File: config.mk
export PLATFORM = sky130hd
export DESIGN_NAME = bbd_ctrl
export DESIGN_NICKNAME = d
export VERILOG_FILES = /design/src/rtl/core/bbd_pkg.sv /design/src/rtl/core/bbd_ctrl.sv
export SDC_FILE = /design/constraint.sdc
export NUM_CORES = 1
export LEC_CHECK = 0
export CORE_AREA = 2 2 39 41
export CTS_BUF_LIST = sky130_fd_sc_hd__clkbuf_16
export DETAILED_ROUTE_END_ITERATION = 10
export DIE_AREA = 0 0 41 43
export DONT_BUFFER_PORTS = 1
export GPL_ROUTABILITY_DRIVEN = 0
export MAX_ROUTING_LAYER = met4
export PLACE_DENSITY = 0.36
export SYNTH_ARGS = -nofsm -noshare
export SYNTH_HDL_FRONTEND = slang
export SYNTH_SLANG_ARGS = --single-unit
File: constraint.sdc
create_clock -name aclk -period 1.24 [get_ports aclk]
set_clock_uncertainty 0.05 [all_clocks]
set_input_delay 0.062 -clock aclk [delete_from_list [all_inputs] [get_ports aclk]]
set_output_delay 0.062 -clock aclk [all_outputs]
set_load 0.05 [all_outputs]
File: src/rtl/core/bbd_pkg.sv
// Shared types, constants and decode helpers for the banked bus decoder.
// Used by the controller, the datapath and the top level; depends on nothing.
package bbd_pkg;

    localparam int unsigned CmdW    = 2;
    localparam int unsigned AddrW   = 16;
    localparam int unsigned ByteW   = 8;
    localparam int unsigned NibbleW = 4;
    localparam int unsigned LatchW  = 5;

    localparam int unsigned SInDataW  = 40;
    localparam int unsigned MOutDataW = 24;

    localparam int unsigned TileDepth    = 1024;
    localparam int unsigned ColorDepth   = 1024;
    localparam int unsigned ScratchDepth = 1008;
    localparam int unsigned SpriteDepth  = 16;
    localparam int unsigned VoiceDepth   = 32;
    localparam int unsigned XyDepth      = 16;
    localparam int unsigned ClearAddrW   = $clog2(TileDepth);

    localparam logic [AddrW-1:0] TrigMask    = 16'hFFF8;
    localparam logic [AddrW-1:0] TrigDecrypt = 16'h3FF8;
    localparam logic [AddrW-1:0] TrigPlainA  = 16'h3FF0;
    localparam logic [AddrW-1:0] TrigPlainB  = 16'h0038;
    localparam logic [AddrW-1:0] TrigPlainC  = 16'h03B0;
    localparam logic [AddrW-1:0] TrigPlainD  = 16'h1600;
    localparam logic [AddrW-1:0] TrigPlainE  = 16'h2120;
    localparam logic [AddrW-1:0] TrigPlainF  = 16'h8000;
    localparam logic [AddrW-1:0] TrigPlainG  = 16'h97F0;

    localparam logic [ByteW-1:0] OpenBusByte = 8'hBF;
    localparam logic [ByteW-1:0] FloatByte   = 8'hFF;
    localparam logic [ByteW-1:0] DipReset    = 8'hFF;

    localparam logic [2:0] LINE_IRQ   = 3'd0;
    localparam logic [2:0] LINE_SOUND = 3'd1;
    localparam logic [2:0] LINE_FLIP  = 3'd3;
    localparam logic [2:0] LINE_LOCK  = 3'd6;
    localparam logic [2:0] LINE_METER = 3'd7;

    typedef enum logic [CmdW-1:0] {
        CMD_MEM_RD = 2'd0,
        CMD_MEM_WR = 2'd1,
        CMD_IO_OUT = 2'd2,
        CMD_IO_IN  = 2'd3
    } bus_cmd_t;

    typedef enum logic [1:0] {
        ST_CLEAR,
        ST_IDLE,
        ST_EXEC
    } ctrl_state_t;

    typedef struct packed {
        logic clear_en;
        logic accept;
        logic commit;
    } dp_cmd_t;

    typedef struct packed {
        logic clear_last;
    } dp_status_t;

    typedef struct packed {
        logic hit;
        logic bank;
    } trig_t;

    function automatic trig_t trigger_lookup(input logic [AddrW-1:0] addr);
        trig_t            t;
        logic [AddrW-1:0] base;
        base   = addr & TrigMask;
        t.hit  = 1'b1;
        t.bank = 1'b0;
        if (base == TrigDecrypt) begin
            t.bank = 1'b1;
        end else if (base == TrigPlainA || base == TrigPlainB || base == TrigPlainC ||
                     base == TrigPlainD || base == TrigPlainE || base == TrigPlainF ||
                     base == TrigPlainG) begin
            t.bank = 1'b0;
        end else begin
            t.hit = 1'b0;
        end
        return t;
    endfunction

endpackage

File: src/rtl/core/bbd_ctrl.sv
// Controller state machine: clearing pass, item acceptance and result hand-off.
// Depends on bbd_pkg; drives the datapath through dp_cmd_t.
module bbd_ctrl
    import bbd_pkg::*;
(
    input  logic       aclk,
    input  logic       aresetn,
    input  logic       s_tvalid,
    output logic       s_tready,
    output logic       m_tvalid,
    input  logic       m_tready,
    input  dp_status_t status,
    output dp_cmd_t    cmd
);

    ctrl_state_t state_reg, state_next;
    logic        out_valid_reg, out_valid_next;
    logic        can_commit;

    assign can_commit = !out_valid_reg || m_tready;

    always_ff @(posedge aclk) begin
        if (!aresetn) begin
            state_reg     <= ST_CLEAR;
            out_valid_reg <= 1'b0;
        end else begin
            state_reg     <= state_next;
            out_valid_reg <= out_valid_next;
        end
    end

    always_comb begin
        state_next = state_reg;
        case (state_reg)
            ST_CLEAR: begin
                if (status.clear_last) begin
                    state_next = ST_IDLE;
                end
            end
            ST_IDLE: begin
                if (s_tvalid) begin
                    state_next = ST_EXEC;
                end
            end
            ST_EXEC: begin
                if (can_commit) begin
                    state_next = ST_IDLE;
                end
            end
            default: state_next = ST_CLEAR;
        endcase
    end

    always_comb begin
        cmd.clear_en = 1'b0;
        cmd.accept   = 1'b0;
        cmd.commit   = 1'b0;
        s_tready     = 1'b0;
        case (state_reg)
            ST_CLEAR: cmd.clear_en = 1'b1;
            ST_IDLE: begin
                s_tready   = 1'b1;
                cmd.accept = s_tvalid;
            end
            ST_EXEC: cmd.commit = can_commit;
            default: s_tready = 1'b0;
        endcase
    end

    always_comb begin
        if (cmd.commit) begin
            out_valid_next = 1'b1;
        end else if (m_tready) begin
            out_valid_next = 1'b0;
        end else begin
            out_valid_next = out_valid_reg;
        end
    end

    assign m_tvalid = out_valid_reg;

    a_accept_then_exec: assert property (@(posedge aclk) disable iff (!aresetn)
        cmd.accept |=> (state_reg == ST_EXEC))
        else $error("Accepted item did not enter execution.");

    a_commit_gives_result: assert property (@(posedge aclk) disable iff (!aresetn)
        cmd.commit |=> m_tvalid)
        else $error("Committed item produced no result.");

    a_no_overwrite: assert property (@(posedge aclk) disable iff (!aresetn)
        cmd.commit |-> (!out_valid_reg || m_tready))
        else $error("Result register overwritten before transfer.");

    a_no_accept_in_clear: assert property (@(posedge aclk) disable iff (!aresetn)
        $past(cmd.clear_en) && !$past(status.clear_last) |-> !s_tready)
        else $error("Item accepted during clearing pass.");

endmodule

==> summary.txt, run 1 <==
STA
  • Crit share post-route: 94.9%
  • Final worst slack: 0.0628 ns
  • Fin crit period: 1.18 ns
  • Hold Fails Final Rpt: 0
  • Final setup vio count: 0
  • RSZ-0062 raised after global routing: false
  • Setup TNS Final: 0 ns
  • Fin. max-slew vios: 0
  • Rel. slew slack: 85.6%
  • Fmax: 0.849 GHz
  • Least-Margin Pin Slew: 0.215 ns

Synthesis
  • Mapped Cells: 16
  • Syn_nets: 21
  • Synth warnings: 0
  • Synthesized area: 150 µm²
  • Seq/Total Area, Yosys: 40.0%
  • Post-synthesis register bit count: 3
  • Yosys cell types: 10
  • Syn avg cell area: 9.38 µm²

Power
  • Overall power: 0.000701 W
  • Sw Pwr: ~0.00014 W
  • Logic pwr share: 13.5%
  • Static leakage: 0.138 nW
  • Pwr dens: 2220 nW/µm²
  • Switching Share: between 20% and 30%
  • Register share of total power: 15.6%
  • Clock power frac: 70.9%
  • Internal Power: 0.000558 W
  • Peak supply drop: 0.905 mV

Routing
  • # DRC: 0
  • Sum of routed wire segments on met1: 158 µm
  • Vias per Instance: 3.49
  • Met2 wire length: 97 µm
  • Routed met3 length: between 80 and 90 µm
  • Initial DRT Pass Iterations: 3
  • Routed len/inst: 8.32 µm
  • Post-route ant nets: 0
  • Highest metal used: met3
  • DR iter-0 viols: 5
  • Via count: 143
  • Final WL: 341 µm

Floorplanning
  • Chip height: ~43 µm
  • Initial Util: 10.8%
  • Core Area: 1380 µm²
  • FP Rows: 14
  • Boundary Pins: 10
  • Die area: 1760 µm²
  • Die X: 41 µm

Worst setup path
  • CP Launch Type: flip-flop
  • Setup CP Type: flip-flop to output pin
  • CP Data Required Time: ~1.1 ns
  • R2R cell count: 3
  • Crit Path Max Fanout: 5
  • FF-to-FF Start: state_reg[1]$_SDFFE_PN0P_
  • Reg2reg end: state_reg[1]$_SDFFE_PN0P_
  • Worst reg2reg setup slack: 0.26 ns
  • CP Data Arrival Time: 1.07 ns
  • Nature of the critical path endpoint: output pin

Final layout
  • Fin area: 317 µm²
  • Area grow syn2layout: 111%
  • Max FFs per register: 2
  • Most frequent cells in the layout: 3 x nor2_1, 3 x clkbuf_16, 3 x buf_4
  • Fin nets: 31
  • # diodes: 0
  • Share of cells above drive strength 1: a little over half

Global routing
  • First-pass GRT wire length: 538 µm
  • Vias in the first global route: 138
  • Grt total ovfl: 0
  • Antenna violations before repair: 0
  • GRT Util Overall: 5.66%
  • Largest net degree at the start of global routing: 6

Hold path
  • Hold path depth: 2
  • Min-delay worst type: primary input to flip-flop
  • Hold Path End: state_reg[0]$_SDFFE_PN0P_
  • HP Start: s_tvalid

CTS
  • TritonCTS clock tree: yes
  • Clk sink count: 3
  • Later-pin clock latency in the skew report: 0.22 ns
  • CTS Buffer Depth: 2
  • TritonCTS Buffers: 3
  • CTS root buf: clkbuf_16
  • Clock slew at reported path FFs: approximately 0.03 ns
  • # H-tree levels: 1

Placement
  • Dpl hpwl: 265 µm
  • Pre-CTS setup slack: 0.254 ns
  • Placed Area: 219 µm²
  • # port buffers: 0

Outcome
  • Status: complete, no violations

Run
  • Max-cap check violation count: 0
critical path: stages (launching register included):
cell and delay, ns:
dfxtp_1 0.33, nand2b_2 0.22, nor2b_4 0.13, buf_6 0.16
power groups by stage:
stage | clock network (W) | registers [W] | logic [W]
3_3_place_gp | 0 | 0.000110 | 0.0000899
2_1_floorplan | 0 | 0.000113 | 0.0000631
5_1_grt | 0.000514 | 0.000111 | 0.000100
3_5_place_dp | 0 | 0.000111 | 0.0000899
4_1_cts | 0.000509 | 0.000109 | 0.0000937
6_report | 0.000497 | 0.000110 | 0.0000948
kinds of logic (layout without fill, tap and decap cells):
| kind of cell | count (synthesis) | after routing | synth area share (%) |
|---|---|---|---|
| DFF | 3 | 3 | 40.0 |
| and+or+nand+nor | 8 | 8 | 35.0 |
| AOI/OAI and AO/OA | 4 | 4 | 20.0 |
| buffers and inverters | 1 | 10 | 5.00 |
worst max path at each step:
| stage | startpoint | to | slack, ns | cells after the start |
|---|---|---|---|---|
| after floorplan | state_reg[0]$_SDFFE_PN0P_ | state_reg[1]$_SDFFE_PN0P_ | -0.005 | 3 |
| after global placement | state_reg[0]$_SDFFE_PN0P_ | cmd[0] | 0.27 | 3 |
| after detailed placement | state_reg[0]$_SDFFE_PN0P_ | cmd[0] | 0.25 | 3 |
| after CTS | state_reg[0]$_SDFFE_PN0P_ | cmd[0] | 0.02 | 3 |
| after global routing | state_reg[0]$_SDFFE_PN0P_ | cmd[1] | 0.008 | 3 |
| final | state_reg[0]$_SDFFE_PN0P_ | cmd[0] | 0.06 | 3 |
synth_stat cells, drive strengths merged:
master / count / area [µm²]
nor2: 3 / 11.3
nor2b: 2 / 17.5
and2: 1 / 8.76
dfxtp: 3 / 60.1
a21boi: 1 / 7.51
nand2b: 2 / 15.0
o21a: 2 / 15.0
buf: 1 / 7.51
a211oi: 1 / 7.51
metrics by stage:
| stage | hold WS, ns | cells | util (%) |
|---|---|---|---|
| 2_1_floorplan | 0.130 | 16 | - |
| 4_1_cts | 0.0407 | 41 | 22.2 |
| 3_5_place_dp | 0.136 | 36 | 15.8 |
| 3_3_place_gp | 0.132 | 36 | 15.8 |
| 5_1_grt | 0.0703 | 41 | 22.9 |
| 6_report | 0.0459 | 41 | 22.9 |
timing repair:
item / 4_1_cts / 5_1_grt
hold endpoints to repair: 3 / 0
gates resized for setup: 0 / 2
hold buffers: 1 / 0
setup buffers: 0 / 0
endpoints found under the setup margin: 0 / 1
layer usage:
metal	global-route usage, %	up-vias
li1	-	73
met3	7.85	0
met5	-	-
met1	5.79	58
met2	5.00	12
met4	4.00	0
cell type report:
type,count,area [µm²]
clock buffers,3,75.1
multi-input cells,12,92.6
repair buffers,6,63.8
well taps,16,20.0
clock inverters,1,3.75
flip-flops and latches,3,61.3
fillers,139,1070
No activity file was read; power rests on OpenSTA's default activity.
==> run 2: changes to the inputs <==
SETUP_SLACK_MARGIN = 0.4   (was not set)
clock period = 1.1 ns   (was 1.24 ns; I/O delays follow)
==> summary.txt, run 2 (synthesis gave the netlist of run 1 again) <==
Final layout
  • Area grow syn2layout: 197%
  • Leading cell type in the layout, fill and taps excluded: buf_6
  • # diodes: 0
  • Post-route insts no fill: 50
  • Fillcell total: 149
  • Share of cells above drive strength 1: 73.5%
  • Fin nets: 40
  • Max FFs per register: 2
  • Most frequent cells in the layout: 6 x buf_6, 4 x buf_4, 3 x nor2_1, 3 x clkbuf_16, 3 x buf_8

Floorplanning
  • FP Rows: 14
  • Boundary Pins: 10
  • Chip height: 43 µm
  • Die X: 41 µm
  • Core Area: 1380 µm²
  • Die area: 1760 µm²
  • Initial Util: 10.8%

Routing
  • Routed len/inst: 9.76 µm
  • Final WL: 488 µm
  • DR iter-0 viols: 1
  • Vias per Instance: 3.60
  • # DRC: 0
  • Initial DRT Pass Iterations: 2
  • Via count: 180
  • Post-route ant nets: 0

Worst setup path
  • CP Data Required Time: 1.00 ns
  • Crit Path Max Fanout: 4
  • CP Data Arrival Time: between 0.9 and 1 ns
  • Nature of the critical path endpoint: output pin
  • Crit path from: state_reg[1]$_SDFFE_PN0P_
  • FF-to-FF Start: m_tvalid$_SDFFE_PN0P_
  • Setup CP Type: flip-flop to output pin
  • CP Launch Type: flip-flop

STA
  • Fmax: 0.925 GHz
  • Final worst slack: 0.0189 ns
  • Rel. slew slack: 86.0%
  • Least-Margin Pin Slew: between 0.2 and 0.25 ns
  • RSZ-0062 raised after global routing: true
  • Fin crit period: about 1.1 ns
  • Final hold slack: about 0.052 ns
  • Final setup vio count: 0
  • Hold Fails Final Rpt: 0
  • Crit share post-route: between 90 and 100%
  • Fin. max-slew vios: 0

CTS
  • TritonCTS clock tree: yes
  • TritonCTS Buffers: 3
  • Clk sink count: 3
  • Clock slew at reported path FFs: 0.03 ns
  • # H-tree levels: 1
  • CTS Buffer Depth: 2
  • CTS root buf: clkbuf_16
  • Later-pin clock latency in the skew report: 0.22 ns

Placement
  • # port buffers: 0
  • Placed cell count: 36
  • Pre-CTS setup slack: 0.117 ns

Global routing
  • GRT Util Overall: under 10%
  • Vias in the first global route: 189
  • Largest net degree at the start of global routing: 5
  • Antenna violations before repair: 0
  • First-pass GRT wire length: 779 µm
  • Grt total ovfl: 0

Power
  • Overall power: 0.000840 W
  • Peak supply drop: around 0.67 mV
  • Static leakage: 0.205 nW
  • Pwr dens: 1890 nW/µm²

Outcome
  • Status: complete, no violations

Hold path
  • HP Start: s_tvalid
  • Min-delay worst type: primary input to flip-flop

Run
  • Max-cap check violation count: 0
run 2: through the flow:
stage | instance area (µm²) | setup TNS (ns) | utilization [%]
after floorplan | 164 | -0.120 | -
after global placement | 223 | 0 | 16.1
after detailed placement | 223 | 0 | 16.1
after CTS | 404 | 0 | 29.2
after global routing | 445 | -0.0871 | 32.2
final | 445 | 0 | 32.2
run 2: repair_timing:
| action | CTS | global route |
|---|---|---|
| hold buffers | 1 | 0 |
| pin swaps | 0 | 1 |
| resized for setup | 13 | 5 |
| setup endpoints to repair | 8 | 8 |
| hold endpoints to repair | 3 | 0 |
| buffers inserted | 6 | 3 |
run 2: critical path, stage by stage, from the launching register on:
cell	delay (ns)
dfxtp_4	0.36
nor2b_4	0.11
and2_4	0.16
buf_12	0.13
run 2: layout make-up:
type	instances	area [µm²]	share of cell area, %
clock inverter	1	3.75	0.843
multi-input combinational	12	105	23.6
timing repair buffer	15	173	38.8
clock buffer	3	75.1	16.9
sequential	3	68.8	15.4
tap	16	20.0	4.49
run 2: path summary, 6_finish.rpt:
check	end	slack, ns	cells past startpoint
worst max-delay path	cmd[1]	0.02	3
worst min-delay path	state_reg[0]$_SDFFE_PN0P_	0.05	2
worst max register to register	state_reg[0]$_SDFFE_PN0P_	0.04	5
worst min register to register	m_tvalid$_SDFFE_PN0P_	0.58	3
run 2: where the power goes:
group	total (W)	internal, W	switching, W
logic	0.000152	0.0000791	0.0000727
registers	0.000120	0.000114	0.00000677
clock network	0.000568	0.000469	0.0000991
run 2: metal layers:
layer  track usage (%)  routed length [µm]  vias to the layer above
met2              8.44                 207                       13
met1              8.04                 207                       79
li1                  -                   -                       88
met3              6.28                  72                        0
met4              6.00                   0                        0
met5                 -                   0                        -
